[src/sv/hus_pkg.sv]
// Package for the HTTP URL splitter: character codes, parse phase and part codes,
// widths, and the parse state and result record types.
// Has no dependencies; every other file of the block imports it.
`default_nettype none

package hus_pkg;

   localparam int MAX_LEN    = 4096;
   localparam int IDX_W      = $clog2(MAX_LEN);
   localparam int POS_W      = IDX_W + 1;
   localparam int FIELD_W    = 12;
   localparam int TRAIL_W    = 12;
   localparam int CALC_W     = (POS_W > TRAIL_W + 1) ? POS_W : TRAIL_W + 1;
   localparam int PREFIX_LEN = 7;
   localparam int PORT_W     = 16;
   localparam int MAX_DIGITS = 5;

   localparam logic [TRAIL_W-1:0] TRAIL_MAX = {TRAIL_W{1'b1}};

   localparam logic [7:0] CH_NUL   = 8'h00;
   localparam logic [7:0] CH_SPACE = 8'h20;
   localparam logic [7:0] CH_HASH  = 8'h23;
   localparam logic [7:0] CH_SLASH = 8'h2F;
   localparam logic [7:0] CH_ZERO  = 8'h30;
   localparam logic [7:0] CH_NINE  = 8'h39;
   localparam logic [7:0] CH_COLON = 8'h3A;
   localparam logic [7:0] CH_AT    = 8'h40;

   localparam logic [1:0] PH_LEAD   = 2'd0;
   localparam logic [1:0] PH_PREFIX = 2'd1;
   localparam logic [1:0] PH_BODY   = 2'd2;
   localparam logic [1:0] PH_DONE   = 2'd3;

   localparam logic [2:0] PT_USERINFO = 3'd0;
   localparam logic [2:0] PT_HOSTNAME = 3'd1;
   localparam logic [2:0] PT_PORT     = 3'd2;
   localparam logic [2:0] PT_PATH     = 3'd3;
   localparam logic [2:0] PT_FRAGMENT = 3'd4;
   localparam logic [2:0] PT_WS       = 3'd5;
   localparam logic [2:0] PT_ERROR    = 3'd6;

   localparam logic [PORT_W-1:0] DEFAULT_PORT_RESET = 16'd80;

   typedef struct packed {
      logic [1:0]         phase;
      logic [2:0]         prefix_idx;
      logic [2:0]         part;
      logic [POS_W-1:0]   position;
      logic [POS_W-1:0]   host_offset;
      logic [IDX_W-1:0]   host_length;
      logic [IDX_W-1:0]   port_offset;
      logic [2:0]         port_digits;
      logic [PORT_W-1:0]  port_number;
      logic [IDX_W-1:0]   path_offset;
      logic [IDX_W-1:0]   path_length;
      logic               prev_slash;
      logic [TRAIL_W-1:0] trail_spaces;
      logic               slash_before;
      logic               path_seen;
   } hus_state_type;

   typedef struct packed {
      logic               ok;
      logic [FIELD_W-1:0] host_start;
      logic [FIELD_W-1:0] host_len;
      logic               port_given;
      logic [FIELD_W-1:0] port_start;
      logic [2:0]         port_len;
      logic [PORT_W-1:0]  port_value;
      logic               path_present;
      logic [FIELD_W-1:0] path_start;
      logic [FIELD_W-1:0] path_len;
   } hus_result_type;

endpackage

`default_nettype wire

[src/sv/hus_if.sv]
// Channel interfaces of the HTTP URL splitter: request, response and register write.
// Depends on hus_pkg for the field widths.
`default_nettype none

interface hus_req_if;
   logic       valid;
   logic       ready;
   logic [7:0] ch;
   logic       last;
   modport source (output valid, output ch, output last, input ready);
   modport sink (input valid, input ch, input last, output ready);
endinterface

interface hus_rsp_if;
   import hus_pkg::*;
   logic               valid;
   logic               ready;
   logic               ok;
   logic [FIELD_W-1:0] host_start;
   logic [FIELD_W-1:0] host_len;
   logic               port_given;
   logic [FIELD_W-1:0] port_start;
   logic [2:0]         port_len;
   logic [PORT_W-1:0]  port_value;
   logic               path_present;
   logic [FIELD_W-1:0] path_start;
   logic [FIELD_W-1:0] path_len;
   modport source (output valid, output ok, output host_start, output host_len,
                   output port_given, output port_start, output port_len,
                   output port_value, output path_present, output path_start,
                   output path_len, input ready);
   modport sink (input valid, input ok, input host_start, input host_len,
                 input port_given, input port_start, input port_len,
                 input port_value, input path_present, input path_start,
                 input path_len, output ready);
endinterface

interface hus_csr_if;
   import hus_pkg::*;
   logic              valid;
   logic              ready;
   logic [PORT_W-1:0] data;
   modport source (output valid, output data, input ready);
   modport sink (input valid, input data, output ready);
endinterface

`default_nettype wire

[src/sv/hus_parser.sv]
// Next-state and result logic of the URL splitter for one character.
// Purely combinational; depends on hus_pkg for codes and record types.
`default_nettype none

module hus_parser (
   input  hus_pkg::hus_state_type     state,
   input  logic [7:0]                 ch,
   input  logic                       last,
   input  logic [hus_pkg::PORT_W-1:0] default_port,
   output hus_pkg::hus_state_type     state_next,
   output hus_pkg::hus_result_type    result
);
   import hus_pkg::*;

   function automatic logic [7:0] scheme_char(input logic [2:0] idx);
      logic [7:0] c;
      case (idx)
         3'd0:    c = 8'h68;
         3'd1:    c = 8'h74;
         3'd2:    c = 8'h74;
         3'd3:    c = 8'h70;
         3'd4:    c = CH_COLON;
         3'd5:    c = CH_SLASH;
         3'd6:    c = CH_SLASH;
         default: c = CH_NUL;
      endcase
      return c;
   endfunction

   function automatic logic [IDX_W-1:0] trimmed(input logic [POS_W-1:0] end_pos,
                                                input logic [POS_W-1:0] start_pos,
                                                input logic [TRAIL_W-1:0] spaces,
                                                input logic slash);
      logic [CALC_W-1:0] len;
      logic [CALC_W-1:0] cut;
      logic [CALC_W-1:0] res;
      len = (end_pos > start_pos) ? CALC_W'(end_pos - start_pos) : '0;
      cut = CALC_W'(spaces) + CALC_W'(slash);
      res = (len > cut) ? len - cut : '0;
      return IDX_W'(res);
   endfunction

   hus_state_type     nxt;
   logic [POS_W-1:0]  pos;
   logic              hostish;
   logic              keep;
   logic              ok;
   logic [19:0]       port_times_ten;
   logic [3:0]        digit;

   always_comb begin
      nxt            = state;
      pos            = state.position;
      hostish        = (state.part == PT_USERINFO) || (state.part == PT_HOSTNAME);
      keep           = 1'b1;
      digit          = 4'(ch - CH_ZERO);
      port_times_ten = {1'b0, state.port_number, 3'b000} + {3'b000, state.port_number, 1'b0}
                       + 20'(digit);

      if (pos >= POS_W'(MAX_LEN)) begin
         if (state.phase != PH_DONE) begin
            nxt.part  = PT_ERROR;
            nxt.phase = PH_DONE;
         end
      end else begin
         nxt.position = pos + 1'b1;
         if (nxt.phase == PH_LEAD && ch != CH_SPACE) begin
            nxt.phase      = PH_PREFIX;
            nxt.prefix_idx = '0;
         end
         if (nxt.phase == PH_PREFIX) begin
            if (nxt.prefix_idx >= 3'(PREFIX_LEN) || ch != scheme_char(nxt.prefix_idx)) begin
               nxt.part  = PT_ERROR;
               nxt.phase = PH_DONE;
            end else begin
               nxt.prefix_idx = nxt.prefix_idx + 1'b1;
               if (nxt.prefix_idx == 3'(PREFIX_LEN)) begin
                  nxt.phase        = PH_BODY;
                  nxt.part         = PT_USERINFO;
                  nxt.host_offset  = pos + 1'b1;
                  nxt.trail_spaces = '0;
                  nxt.slash_before = 1'b1;
                  nxt.prev_slash   = 1'b1;
               end
            end
         end else if (nxt.phase == PH_BODY) begin
            if (ch == CH_NUL || (state.part == PT_WS && ch != CH_SPACE)) begin
               keep = 1'b0;
            end else if (ch == CH_AT) begin
               if (state.part == PT_USERINFO) begin
                  nxt.part        = PT_HOSTNAME;
                  nxt.host_offset = pos + 1'b1;
               end else if (state.part == PT_PORT) begin
                  keep = 1'b0;
               end
            end else if (ch == CH_COLON) begin
               if (hostish) begin
                  nxt.host_length = IDX_W'(pos - state.host_offset);
                  nxt.part        = PT_PORT;
               end else if (state.part == PT_PORT) begin
                  keep = 1'b0;
               end
            end else if (ch == CH_SLASH) begin
               if (hostish || state.part == PT_PORT) begin
                  if (hostish) begin
                     nxt.host_length = IDX_W'(pos - state.host_offset);
                  end
                  nxt.path_offset = IDX_W'(pos);
                  nxt.path_seen   = 1'b1;
                  nxt.part        = PT_PATH;
               end else if (state.part == PT_PATH && state.prev_slash) begin
                  keep = 1'b0;
               end
            end else if (ch >= CH_ZERO && ch <= CH_NINE) begin
               if (state.part == PT_PORT) begin
                  if (state.port_digits >= 3'(MAX_DIGITS) || port_times_ten[19:16] != 4'd0) begin
                     keep = 1'b0;
                  end else begin
                     if (state.port_digits == 3'd0) begin
                        nxt.port_offset = IDX_W'(pos);
                     end
                     nxt.port_digits = state.port_digits + 1'b1;
                     nxt.port_number = port_times_ten[PORT_W-1:0];
                  end
               end
            end else if (ch == CH_HASH) begin
               if (hostish) begin
                  nxt.host_length = IDX_W'(pos - state.host_offset);
               end else if (state.part == PT_PATH) begin
                  nxt.path_length = IDX_W'(pos) - state.path_offset;
               end
               nxt.part  = PT_FRAGMENT;
               nxt.phase = PH_DONE;
            end else if (state.part == PT_PORT) begin
               if (ch == CH_SPACE) begin
                  nxt.part = PT_WS;
               end else begin
                  keep = 1'b0;
               end
            end

            if (!keep) begin
               nxt.part  = PT_ERROR;
               nxt.phase = PH_DONE;
            end else if (nxt.phase == PH_BODY) begin
               nxt.prev_slash = (ch == CH_SLASH);
               if (ch == CH_SPACE) begin
                  if (state.trail_spaces < TRAIL_MAX) begin
                     nxt.trail_spaces = state.trail_spaces + 1'b1;
                  end
               end else begin
                  nxt.trail_spaces = '0;
                  nxt.slash_before = (ch == CH_SLASH);
               end
            end
         end
      end

      ok = (nxt.phase == PH_BODY && nxt.part != PT_ERROR) ||
           (nxt.phase == PH_DONE && nxt.part == PT_FRAGMENT);
      if (ok && nxt.phase == PH_BODY) begin
         if (nxt.part == PT_USERINFO || nxt.part == PT_HOSTNAME) begin
            nxt.host_length = trimmed(nxt.position, nxt.host_offset,
                                      nxt.trail_spaces, nxt.slash_before);
         end else if (nxt.part == PT_PATH) begin
            nxt.path_length = trimmed(nxt.position, POS_W'(nxt.path_offset),
                                      nxt.trail_spaces, nxt.slash_before);
         end
      end

      result = '0;
      if (ok) begin
         result.ok           = 1'b1;
         result.host_start   = FIELD_W'(nxt.host_offset);
         result.host_len     = FIELD_W'(nxt.host_length);
         result.port_given   = (nxt.port_digits != 3'd0);
         result.port_start   = FIELD_W'(nxt.port_offset);
         result.port_len     = nxt.port_digits;
         result.port_value   = (nxt.port_digits != 3'd0) ? nxt.port_number : default_port;
         result.path_present = nxt.path_seen;
         result.path_start   = nxt.path_seen ? FIELD_W'(nxt.path_offset) : '0;
         result.path_len     = nxt.path_seen ? FIELD_W'(nxt.path_length) : '0;
      end

      if (last) begin
         nxt       = '0;
         nxt.phase = PH_LEAD;
         nxt.part  = PT_USERINFO;
      end

      state_next = nxt;
   end

endmodule

`default_nettype wire

[src/sv/http_url_splitter.sv]
// Top level of the HTTP URL splitter: input register, parse state, response register
// and the default port register. Depends on hus_pkg, hus_if and hus_parser.
//
//   Channel   Direction  Moves
//   req_bus   in         one URL character and its last-of-URL mark per request
//   rsp_bus   out        one parse result per URL, on its last character
//   csr_bus   in         write of the default port register
//
// One character is taken every cycle unless a last character waits in the input register
// on a held response; a request is registered, then updates the parse state and, when it
// is the last of its URL, loads the response register, which offers the result. A waiting
// response holds only a last character in the input register; other characters keep
// flowing. Synchronous reset clears the parse state and sets the default port to 80.
`default_nettype none

module http_url_splitter (
   input  logic      clock,
   input  logic      reset,
   hus_req_if.sink   req_bus,
   hus_rsp_if.source rsp_bus,
   hus_csr_if.sink   csr_bus
);
   import hus_pkg::*;

   logic              in_valid_ff;
   logic              in_valid_in;
   logic [7:0]        in_ch_ff;
   logic              in_last_ff;
   logic              out_valid_ff;
   logic              out_valid_in;
   hus_result_type    out_ff;
   hus_result_type    step_result;
   hus_state_type     state_ff;
   hus_state_type     state_in;
   logic [PORT_W-1:0] default_port_ff;
   logic              step_fire;
   logic              req_take;

   hus_parser u_parser (
      .state        (state_ff),
      .ch           (in_ch_ff),
      .last         (in_last_ff),
      .default_port (default_port_ff),
      .state_next   (state_in),
      .result       (step_result)
   );

   assign step_fire       = in_valid_ff && (!in_last_ff || !out_valid_ff || rsp_bus.ready);
   assign req_bus.ready   = !in_valid_ff || step_fire;
   assign req_take        = req_bus.valid && req_bus.ready;
   assign in_valid_in     = req_take || (in_valid_ff && !step_fire);
   assign out_valid_in    = (step_fire && in_last_ff) || (out_valid_ff && !rsp_bus.ready);
   assign csr_bus.ready   = 1'b1;

   always_ff @(posedge clock) begin
      if (reset) begin
         in_valid_ff     <= 1'b0;
         out_valid_ff    <= 1'b0;
         state_ff        <= '0;
         default_port_ff <= DEFAULT_PORT_RESET;
      end else begin
         in_valid_ff  <= in_valid_in;
         out_valid_ff <= out_valid_in;
         if (step_fire) begin
            state_ff <= state_in;
         end
         if (csr_bus.valid && csr_bus.ready) begin
            default_port_ff <= csr_bus.data;
         end
      end
   end

   always_ff @(posedge clock) begin
      if (req_take) begin
         in_ch_ff   <= req_bus.ch;
         in_last_ff <= req_bus.last;
      end
      if (step_fire && in_last_ff) begin
         out_ff <= step_result;
      end
   end

   assign rsp_bus.valid        = out_valid_ff;
   assign rsp_bus.ok           = out_ff.ok;
   assign rsp_bus.host_start   = out_ff.host_start;
   assign rsp_bus.host_len     = out_ff.host_len;
   assign rsp_bus.port_given   = out_ff.port_given;
   assign rsp_bus.port_start   = out_ff.port_start;
   assign rsp_bus.port_len     = out_ff.port_len;
   assign rsp_bus.port_value   = out_ff.port_value;
   assign rsp_bus.path_present = out_ff.path_present;
   assign rsp_bus.path_start   = out_ff.path_start;
   assign rsp_bus.path_len     = out_ff.path_len;

endmodule

`default_nettype wire
[src/flat_wrapper.sv]
// flat-port wrapper written by rule: the top's interface ports become plain ports
module http_url_splitter_flat import hus_pkg::*;
  (clock, reset, req_bus_valid, req_bus_ch, req_bus_last, req_bus_ready, rsp_bus_valid, rsp_bus_ok, rsp_bus_host_start, rsp_bus_host_len, rsp_bus_port_given, rsp_bus_port_start, rsp_bus_port_len, rsp_bus_port_value, rsp_bus_path_present, rsp_bus_path_start, rsp_bus_path_len, rsp_bus_ready, csr_bus_valid, csr_bus_data, csr_bus_ready);
  hus_req_if req_bus_i ();
  hus_rsp_if rsp_bus_i ();
  hus_csr_if csr_bus_i ();
  input  logic clock;
  input  logic reset;
  input wire logic [$bits(req_bus_i.valid)-1:0] req_bus_valid;
  input wire logic [$bits(req_bus_i.ch)-1:0] req_bus_ch;
  input wire logic [$bits(req_bus_i.last)-1:0] req_bus_last;
  output wire logic [$bits(req_bus_i.ready)-1:0] req_bus_ready;
  output wire logic [$bits(rsp_bus_i.valid)-1:0] rsp_bus_valid;
  output wire logic [$bits(rsp_bus_i.ok)-1:0] rsp_bus_ok;
  output wire logic [$bits(rsp_bus_i.host_start)-1:0] rsp_bus_host_start;
  output wire logic [$bits(rsp_bus_i.host_len)-1:0] rsp_bus_host_len;
  output wire logic [$bits(rsp_bus_i.port_given)-1:0] rsp_bus_port_given;
  output wire logic [$bits(rsp_bus_i.port_start)-1:0] rsp_bus_port_start;
  output wire logic [$bits(rsp_bus_i.port_len)-1:0] rsp_bus_port_len;
  output wire logic [$bits(rsp_bus_i.port_value)-1:0] rsp_bus_port_value;
  output wire logic [$bits(rsp_bus_i.path_present)-1:0] rsp_bus_path_present;
  output wire logic [$bits(rsp_bus_i.path_start)-1:0] rsp_bus_path_start;
  output wire logic [$bits(rsp_bus_i.path_len)-1:0] rsp_bus_path_len;
  input wire logic [$bits(rsp_bus_i.ready)-1:0] rsp_bus_ready;
  input wire logic [$bits(csr_bus_i.valid)-1:0] csr_bus_valid;
  input wire logic [$bits(csr_bus_i.data)-1:0] csr_bus_data;
  output wire logic [$bits(csr_bus_i.ready)-1:0] csr_bus_ready;
  assign req_bus_i.valid = req_bus_valid;
  assign req_bus_i.ch = req_bus_ch;
  assign req_bus_i.last = req_bus_last;
  assign req_bus_ready = req_bus_i.ready;
  assign rsp_bus_valid = rsp_bus_i.valid;
  assign rsp_bus_ok = rsp_bus_i.ok;
  assign rsp_bus_host_start = rsp_bus_i.host_start;
  assign rsp_bus_host_len = rsp_bus_i.host_len;
  assign rsp_bus_port_given = rsp_bus_i.port_given;
  assign rsp_bus_port_start = rsp_bus_i.port_start;
  assign rsp_bus_port_len = rsp_bus_i.port_len;
  assign rsp_bus_port_value = rsp_bus_i.port_value;
  assign rsp_bus_path_present = rsp_bus_i.path_present;
  assign rsp_bus_path_start = rsp_bus_i.path_start;
  assign rsp_bus_path_len = rsp_bus_i.path_len;
  assign rsp_bus_i.ready = rsp_bus_ready;
  assign csr_bus_i.valid = csr_bus_valid;
  assign csr_bus_i.data = csr_bus_data;
  assign csr_bus_ready = csr_bus_i.ready;
  http_url_splitter u_core (.clock(clock), .reset(reset), .req_bus(req_bus_i), .rsp_bus(rsp_bus_i), .csr_bus(csr_bus_i));
endmodule
[config.mk]
export PLATFORM = sky130hd
export DESIGN_NAME = http_url_splitter_flat
export DESIGN_NICKNAME = d
export VERILOG_FILES = /design/src/sv/hus_pkg.sv /design/src/sv/hus_if.sv /design/src/sv/hus_parser.sv /design/src/sv/http_url_splitter.sv /design/src/flat_wrapper.sv
export SDC_FILE = /design/constraint.sdc
export NUM_CORES = 1
export LEC_CHECK = 0
export BUFFER_PORTS_ARGS = -buffer_cell sky130_fd_sc_hd__buf_2
export CAP_MARGIN = 10
export CORE_ASPECT_RATIO = 1.25
export CORE_MARGIN = 3
export CORE_UTILIZATION = 37
export CTS_CLUSTER_DIAMETER = 60
export DETAILED_ROUTE_END_ITERATION = 10
export PLACE_DENSITY_LB_ADDON = 0.25
export SYNTH_ARGS = -nofsm -noshare
export SYNTH_HDL_FRONTEND = slang
export SYNTH_HIERARCHICAL = 1
export SYNTH_SLANG_ARGS = --single-unit
[constraint.sdc]
create_clock -name clock -period 7.8 [get_ports clock]
set_input_delay 0 -clock clock [delete_from_list [all_inputs] [get_ports clock]]
set_output_delay 0 -clock clock [all_outputs]
set_load 0.01 [all_outputs]
==> results.json, run 1 <==
{
  "cp_num_cells": 35,
  "yosys_warnings": 6,
  "area_growth_pct": 18.8,
  "fin_crit_sh": 0.977,
  "async_flop_share": 0,
  "wl_um": 57600,
  "cts.htree.levels": 1,
  "p_per_area_nw_per_um2": 140,
  "yosysTopAreaCellShare": 0.151,
  "dr_total_vias": 16350,
  "hold_viol_final": 0,
  "yosysUniqueCellTypes": 97,
  "place_ws_ns": -0.0923,
  "grt.overflow.total": 0,
  "nFillCells": 4657,
  "nets": 2462,
  "slowest_stage": "or4_4",
  "cp_max_fo": 6,
  "grt_max_degree": 143,
  "drc": 0,
  "routabilityCongestion": 0.898,
  "r2r_cells": 35,
  "drv_slew": 0,
  "crit_start": "u_core/in_ch_ff[3]",
  "cts_tree": "yes",
  "drt_iter0_markers": 1110,
  "drtPass1Iterations": 5,
  "netlist_area_um2": 18100,
  "relSlewSlack": 0.267,
  "die_w_um": 204,
  "fin_cells": 2974,
  "ys_ff_latch": 225,
  "yosys.area.top_type": "edfxtp_1",
  "yosysSeqAreaShare": 0.300,
  "synth_edf_count": 91,
  "dp_cells": 2857,
  "syn_inst": 2144,
  "clk_latency_ns": 0.57,
  "ys.flop_type": "dfxtp_1",
  "post-route-min-period_ns": 7.62,
  "synth_nets": 2293,
  "numCtsBuffers": 30,
  "cpLargestDelayFamily": "compound AO/OA/AOI/OAI gates",
  "boundaryPins": 115,
  "worst_pin_slew_ns": 1.09,
  "final_antenna_net_count": 0,
  "grt_pass1_vias": 15834,
  "core_um2": 47800,
  "cp_common_cell": "inv_1",
  "drive_above_1_share": 0.151,
  "cap_viol_max_count": 0,
  "setup-violations-final": 0,
  "cp-endpoint": "u_core/rsp_bus.host_len[8]",
  "final_cell_mix": "258 x nand2b_1, 246 x nor2_1, 180 x mux2i_1",
  "clock_path_buffers": 3,
  "r2r_end": "u_core/rsp_bus.host_len[8]",
  "die-area_um2": 51600,
  "rows": 89,
  "finalClockSkew_ns": 0.0180,
  "r2r_setup_slack_ns": 0.18,
  "final_common_cell": "nand2b_1",
  "io_buffers": 113,
  "fmax_mhz": 131,
  "die_y_um": 253,
  "clkTransAtPathRegs_ns": 0.06,
  "cp.required_ns": 8.09,
  "cts.sinks": 225,
  "antenna_found_initial": 0,
  "post_drt_wl_per_cell_um": 19.4,
  "grt_pass1_wl_um": 88700,
  "status": "finished clean",
  "r2r-start": "u_core/in_ch_ff[3]",
  "crit_buf_inv": 6,
  "avgSynthCellArea_um2": 8.43,
  "peakVddDrop_v": 0.000146,
  "antenna_cells": 0,
  "slowest_delay_ns": 0.57,
  "vias_per_cell": 5.50,
  "cp-start-kind": "flop",
  "grtUsageTotal": 0.213,
  "end_kind": "flop",
  "hpwl_um": 41800,
  "start_util": 0.378,
  "cts_root_buf": "clkbuf_16",
  "cp.arrival_ns": 7.91,
  "synth.area.top_cells": "edfxtp_1 15%, dfxtp_1 15%, mux2i_1 10%, nand2b_1 9.0%, ha_1 7.7%",
  "hold_class": "input pin to flop",
  "power_leakage_nw": 8.24,
  "layout_setup_ws_ns": 0.183,
  "crit_type": "flop to flop"
}
## timing repair
item,4_1_cts,5_1_grt
setup endpoints to repair,30,48
endpoints found under the hold margin,36,0
gates resized for setup,2,49
pin swaps,1,21
buffers inserted,3,11
gates cloned,0,3
hold buffers,44,0
## per-layer routing
metal / wire length, um / GRT usage / part of all wire / up-vias
li1: - / - / - / 7952
met1: 25500 / 0.275 / 0.44 / 7949
met2: 28800 / 0.387 / 0.50 / 404
met3: 2660 / 0.0231 / 0.046 / 45
met4: 699 / 0.0403 / 0.012 / 0
met5: 0 / 0 / 0 / -
## metrics by stage
step                      utilization  setup TNS [ns]  hold WS, ns  instance area, um^2  power, mW
after global placement          0.411               0        0.179                19600       1.61
after CTS                       0.442               0       0.0521                21100       3.03
after global routing            0.450          -0.417       0.0987                21500       3.13
final                           0.450               0       0.0719                21500       3.01
after floorplan                     -               0       0.0989                18200       1.51
after detailed placement        0.411          -0.383        0.181                19600       1.61
## state kept, by name (all words and copies together) (netlist names)
signal                       flops
u_core/in_ch_ff                  8
u_core/rsp_bus.host_start       12
u_core/rsp_bus.ok                1
u_core/rsp_bus.host_len         12
u_core/rsp_bus.port_given        1
u_core/in_last_ff                1
u_core/rsp_bus.valid             1
u_core/rsp_bus.port_value       16
u_core/in_valid_ff               1
u_core/rsp_bus.port_start       12
u_core/state_ff                116
u_core/rsp_bus.path_start       12
u_core/rsp_bus.path_present      1
u_core/rsp_bus.path_len         12
u_core/default_port_ff          16
u_core/rsp_bus.port_len          3
## how the worst min path moves through the flow
stage / start / endpoint / slack, ns / depth (start not counted)
after floorplan: req_bus_ch[0] / u_core/in_ch_ff[0] / 0.1 / 0
after global placement: req_bus_ch[5] / u_core/in_ch_ff[5] / 0.18 / 1
after detailed placement: req_bus_ch[5] / u_core/in_ch_ff[5] / 0.18 / 1
after CTS: reset / u_core/default_port_ff[13] / 0.05 / 2
after global routing: reset / u_core/default_port_ff[2] / 0.1 / 2
final: reset / u_core/default_port_ff[13] / 0.07 / 2
## worst reg2reg max path, delay by kind of cell (launching register included)
kind / cells / cell delay, ns
AOI/OAI and AO/OA: 15 / 3.08
buffers and inverters: 6 / 0.63
and+or+nand+nor: 9 / 2.00
adders and majority gates: 4 / 1.02
DFF: 1 / 0.39
xor gates and xnor gates: 1 / 0.20
## where the power goes
group	internal [mW]	total [mW]	switching, mW
clock network	0.811	1.38	0.570
logic	0.162	0.381	0.219
registers	1.24	1.25	0.0109
## synthesized netlist by cell type, drive strengths merged (10+ instances only)
master / count
inv: 101
edfxtp: 91
o32ai: 19
mux2i: 181
ha: 111
o21ai: 85
xor2: 31
nor2b: 17
and2: 37
nor4: 12
xnor2: 73
nor3: 39
nor2: 249
dfxtp: 134
a21oi: 109
o211ai: 14
a21boi: 10
buf: 40
nand2: 117
and3: 16
o22ai: 28
a31oi: 21
clkbuf: 78
nand3: 43
a21o: 29
nand2b: 259
nand4: 17
a211oi: 23
o21a: 12
## logic make-up after synthesis
family          share of synthesized area
compound gates                      0.164
xor+xnor                           0.0508
simple gates                        0.246
buf+inv                            0.0519
mux                                 0.102
other cells                      0.000207
fa+ha+maj                          0.0857
flops                               0.300
## final cells by class
| type | count | area (um^2) | share of cell area |
|---|---|---|---|
| flip-flops and latches | 225 | 5420 | 0.252 |
| clock inverters | 20 | 191 | 0.00891 |
| well taps | 637 | 797 | 0.0371 |
| clock buffers | 36 | 805 | 0.0374 |
| multi-input cells | 1702 | 12100 | 0.564 |
| repair buffers | 253 | 1790 | 0.0832 |
| inverters | 101 | 379 | 0.0176 |
(Power assumes the default switching activity.)
==> inputs of run 2 (changes only) <==
Settings changed: CORE_MARGIN 3 to default, PLACE_DENSITY from default to 0.6, PLACE_DENSITY_LB_ADDON 0.25 to default.
==> results.json, run 2 (synthesis gave the netlist of run 1 again) <==
{
  "power_frac_seq": 0.427,
  "final_common_cell": "nand2b_1",
  "core_um2": 48200,
  "rows": 90,
  "relSlewSlack": 0.198,
  "post_drt_wl_per_cell_um": 18.9,
  "cp_common_cell": "inv_1",
  "slowest_delay_ns": 0.57,
  "finalClockSkew_ns": 0.0177,
  "cts.sinks": 225,
  "cts_tree": "yes",
  "post-route-min-period_ns": 7.50,
  "grt.overflow.total": 0,
  "slowest_stage": "or4_4",
  "fin_cells": 2969,
  "cp.required_ns": 8.21,
  "worst_pin_slew_ns": 1.19,
  "grt_pass1_vias": 15614,
  "power_leakage_nw": 8.20,
  "p_int_mw": 2.17,
  "drv_slew": 0,
  "status": "finished clean",
  "cp-start-kind": "flop",
  "power_frac_clock": 0.442,
  "fin_crit_sh": 0.961,
  "r2r_setup_slack_ns": 0.30,
  "peakVddDrop_v": 0.000143,
  "final_antenna_net_count": 0,
  "hold_viol_final": 0,
  "hpwl_um": 40700,
  "final_cell_mix": "258 x nand2b_1, 246 x nor2_1, 178 x mux2i_1",
  "sw_frac_of_total": 0.260,
  "largest_register_ffs": 116,
  "crit_type": "flop to flop",
  "p_sw_mw": 0.761,
  "drt_iter0_markers": 914,
  "cts.htree.levels": 1,
  "routabilityCongestion": 0.887,
  "drc": 0,
  "grt_pass1_wl_um": 85700,
  "setup-violations-final": 0,
  "clk_latency_ns": 0.56,
  "nFillCells": 4808,
  "p_per_area_nw_per_um2": 137,
  "drtPass1Iterations": 5,
  "dr_total_vias": 16176,
  "cap_viol_max_count": 0,
  "io_buffers": 113,
  "fin_util": 0.445,
  "hold_class": "input pin to flop",
  "vias_per_cell": 5.45,
  "start_util": 0.375,
  "boundaryPins": 115,
  "cp.arrival_ns": 7.91,
  "die_w_um": 200,
  "cts_root_buf": "clkbuf_16",
  "largest-register": "u_core/state_ff",
  "grtUsageTotal": 0.216,
  "area_growth_pct": 18.5,
  "fmax_mhz": 133,
  "numCtsBuffers": 27,
  "nets": 2453,
  "die_y_um": 249,
  "die-area_um2": 49800,
  "grt_max_degree": 135,
  "p_comb_frac": 0.131,
  "wl_um": 56000,
  "drive_above_1_share": 0.155,
  "cp_max_fo": 6,
  "dp_cells": 2852,
  "antenna_found_initial": 0,
  "clock_path_buffers": 3,
  "antenna_cells": 0,
  "worst_hold_slack_ns": 0.00425,
  "clkTransAtPathRegs_ns": 0.06,
  "end_kind": "flop"
}
run 2: what timing repair did:
item,in CTS,in global routing
endpoints found under the hold margin,36,0
hold buffers,39,0
pin swaps,2,35
setup buffers,4,21
endpoints found under the setup margin,29,48
gates cloned,0,3
gates resized for setup,1,66
run 2: final timing paths:
path                            start                         end  cells past startpoint
setup reg to reg   u_core/in_ch_ff[1]         u_core/state_ff[78]                     34
hold / removal          csr_bus_valid  u_core/default_port_ff[15]                      3
hold reg to reg   u_core/state_ff[67]         u_core/state_ff[67]                      2
setup / recovery   u_core/in_ch_ff[1]         u_core/state_ff[78]                     34
run 2: through the flow:
stage / worst slack (ns) / power, mW / cell area (um^2) / setup TNS (ns)
final: 0.301 / 2.93 / 21400 / 0
after CTS: 0.00418 / 2.92 / 20900 / 0
after detailed placement: -0.0961 / 1.60 / 19500 / -1.28
after floorplan: 0.0190 / 1.51 / 18200 / 0
after global routing: -0.0646 / 3.03 / 21400 / -0.320
after global placement: 0.0809 / 1.60 / 19500 / 0
run 2: layout make-up:
class / instances / area [um^2] / share of cell area
Multi-Input combinational cell: 1702 / 12200 / 0.569
Sequential cell: 225 / 5420 / 0.253
Timing Repair Buffer: 247 / 1730 / 0.0808
Tap cell: 644 / 806 / 0.0376
Clock buffer: 35 / 726 / 0.0339
Inverter: 101 / 379 / 0.0177
Clock inverter: 15 / 176 / 0.00823
run 2: power by group through the flow:
stage	combinational [mW]	clock, mW	sequential (mW)
floorplan	0.229	0	1.28
detailed placement	0.327	0	1.28
CTS	0.346	1.33	1.25
global placement	0.324	0	1.28
global route	0.410	1.37	1.25
finish	0.383	1.29	1.25
run 2: critical path, delay by kind of cell, from the launching register on:
kind / cells / cell delay, ns
flip-flops: 1 / 0.38
multiplexers: 2 / 0.15
AND/OR/NAND/NOR: 9 / 2.21
adder cells (fa/ha/maj): 4 / 1.16
buffers and inverters: 5 / 0.48
XOR/XNOR: 1 / 0.27
AO/OA/AOI/OAI: 13 / 2.71
run 2: routing by layer:
metal	vias up	track usage	routed length, um
met2	409	0.382	27800
li1	7911	-	-
met1	7790	0.274	24500
met5	-	0	0
met4	0	0.0648	1350
met3	66	0.0206	2440
==> inputs of run 3 (changes only) <==
Settings changed: CORE_UTILIZATION 37 to 30, PLACE_DENSITY 0.6 to 0.52.
==> results.json, run 3 (synthesis gave the netlist of run 1 again) <==
{
  "hpwl_um": 42300,
  "cp_num_cells": 33,
  "die_w_um": 222,
  "antenna_cells": 0,
  "p_sw_mw": 0.791,
  "hold_depth": 2,
  "p_int_mw": 2.22,
  "crit_type": "flop to flop",
  "final_common_cell": "nand2b_1",
  "grt.overflow.total": 0,
  "cp_max_fo": 20,
  "cts_tree": "yes",
  "peakVddDrop_v": 0.000164,
  "rows": 100,
  "rsz0062_at_grt": "true",
  "cts.sinks": 225,
  "area_growth_pct": 19.8,
  "cp_common_cell": "a21o_1",
  "nFillCells": 6079,
  "drv_slew": 0,
  "grt_pass1_vias": 16088,
  "grtUsageMet1": 0.226,
  "hp-start": "reset",
  "status": "finished clean",
  "end_kind": "flop",
  "cp.required_ns": 8.29,
  "r2r_end": "u_core/state_ff[73]",
  "start_util": 0.304,
  "p_per_area_nw_per_um2": 139,
  "use_met2": 0.327,
  "sw_frac_of_total": 0.263,
  "crit_buf_inv": 4,
  "cpLargestDelayFamily": "compound AO/OA/AOI/OAI gates",
  "r2r-start": "u_core/in_ch_ff[3]",
  "fin_crit_sh": 0.963,
  "largest_register_ffs": 116,
  "grtUsageTotal": 0.182,
  "routabilityCongestion": 0.943,
  "grt_pass1_wl_um": 90000,
  "min_to": "u_core/rsp_bus.valid",
  "slowest_delay_ns": 0.56,
  "nets": 2470,
  "power_leakage_nw": 8.28,
  "r2r_cells": 33,
  "power_frac_clock": 0.462,
  "largest-register": "u_core/state_ff",
  "boundaryPins": 115,
  "p_comb_frac": 0.122,
  "fin_util": 0.364,
  "setup-violations-final": 0,
  "finalPower_mw": 3.01,
  "busiest_layer": "met2",
  "final_antenna_net_count": 0,
  "clkTransAtPathRegs_ns": 0.06,
  "clock_path_buffers": 3,
  "slowest_stage": "or4_4",
  "cts.htree.levels": 1,
  "place_ws_ns": -0.0198,
  "dr_total_vias": 16319,
  "post-route-min-period_ns": 7.51,
  "drtPass1Iterations": 5,
  "io_buffers": 113,
  "die-area_um2": 61300,
  "cap_viol_max_count": 0,
  "drt_iter0_markers": 1061,
  "worst_hold_slack_ns": 0.0590,
  "cp-start-kind": "flop",
  "relSlewSlack": 0.254,
  "setup-tns-final_ns": 0,
  "die_y_um": 276,
  "grt_use_met3": 0.0176,
  "hold_class": "input pin to flop",
  "antenna_found_initial": 0,
  "hold_viol_final": 0,
  "power_frac_seq": 0.416,
  "layout_setup_ws_ns": 0.291,
  "drc": 0,
  "cp.arrival_ns": 8.00,
  "wl_um": 57600,
  "post_drt_wl_per_cell_um": 18.5,
  "cts_root_buf": "clkbuf_16",
  "r2r_setup_slack_ns": 0.29,
  "final_cell_mix": "258 x nand2b_1, 247 x nor2_1, 180 x mux2i_1",
  "clk_latency_ns": 0.58,
  "core_um2": 59600,
  "fmax_mhz": 133,
  "grt_max_degree": 129,
  "drive_above_1_share": 0.155,
  "worst_pin_slew_ns": 1.11,
  "vias_per_cell": 5.25,
  "finalClockSkew_ns": 0.0198,
  "numCtsBuffers": 29
}
[run 3: worst max path at each step]
| stage | start | endpoint | slack (ns) |
|---|---|---|---|
| floorplan | u_core/in_ch_ff[6] | u_core/state_ff[78] | 0.02 |
| global placement | u_core/in_ch_ff[2] | u_core/rsp_bus.path_len[7] | 0.09 |
| detailed placement | u_core/in_ch_ff[6] | u_core/state_ff[78] | -0.02 |
| CTS | u_core/in_ch_ff[1] | u_core/rsp_bus.path_len[5] | -0.01 |
| global route | u_core/in_ch_ff[3] | u_core/state_ff[78] | -0.09 |
| finish | u_core/in_ch_ff[3] | u_core/state_ff[73] | 0.29 |
[run 3: cell type report]
class	instances	area, um^2	share of cell area
well taps	765	957	0.0442
flip-flops and latches	225	5420	0.250
clock buffers	37	786	0.0363
clock inverters	16	193	0.00889
repair buffers	264	1870	0.0864
multi-input cells	1700	12100	0.557
inverters	101	379	0.0175
[run 3: repair_timing]
action | in CTS | in global routing
resized for setup | 5 | 45
setup endpoints to repair | 8 | 48
hold endpoints to repair | 36 | 0
cloned | 0 | 2
hold buffers | 44 | 0
buffers inserted | 0 | 23
pin swaps | 0 | 29
[run 3: power groups by stage]
stage | registers (mW) | logic [mW] | clock network, mW
5_1_grt | 1.25 | 0.398 | 1.47
3_3_place_gp | 1.28 | 0.329 | 0
4_1_cts | 1.25 | 0.353 | 1.43
2_1_floorplan | 1.28 | 0.229 | 0
3_5_place_dp | 1.28 | 0.331 | 0
6_report | 1.25 | 0.368 | 1.39
[run 3: per-layer routing]
metal  vias to the layer above  wire (um)  share of wire
li1                       7948          -              -
met1                      7919      25100           0.44
met2                       355      28500           0.49
met3                        97       2180          0.038
met4                         0       1830          0.032
met5                         -          0              0
[run 3: worst reg2reg max path: cells and delay by family, from the launching register on]
family / cells / cell delay (ns)
compound gates: 14 / 3.07
mux: 1 / 0.14
fa+ha+maj: 3 / 0.87
simple gates: 11 / 2.43
buf+inv: 4 / 0.50
flops: 1 / 0.41
[run 3: stage by stage]
stage / cell area (um^2) / cells
6_report: 21700 / 3108
5_1_grt: 21700 / 3108
4_1_cts: 21200 / 3083
3_5_place_dp: 19800 / 2986
3_3_place_gp: 19800 / 2986
2_1_floorplan: 18200 / 2144
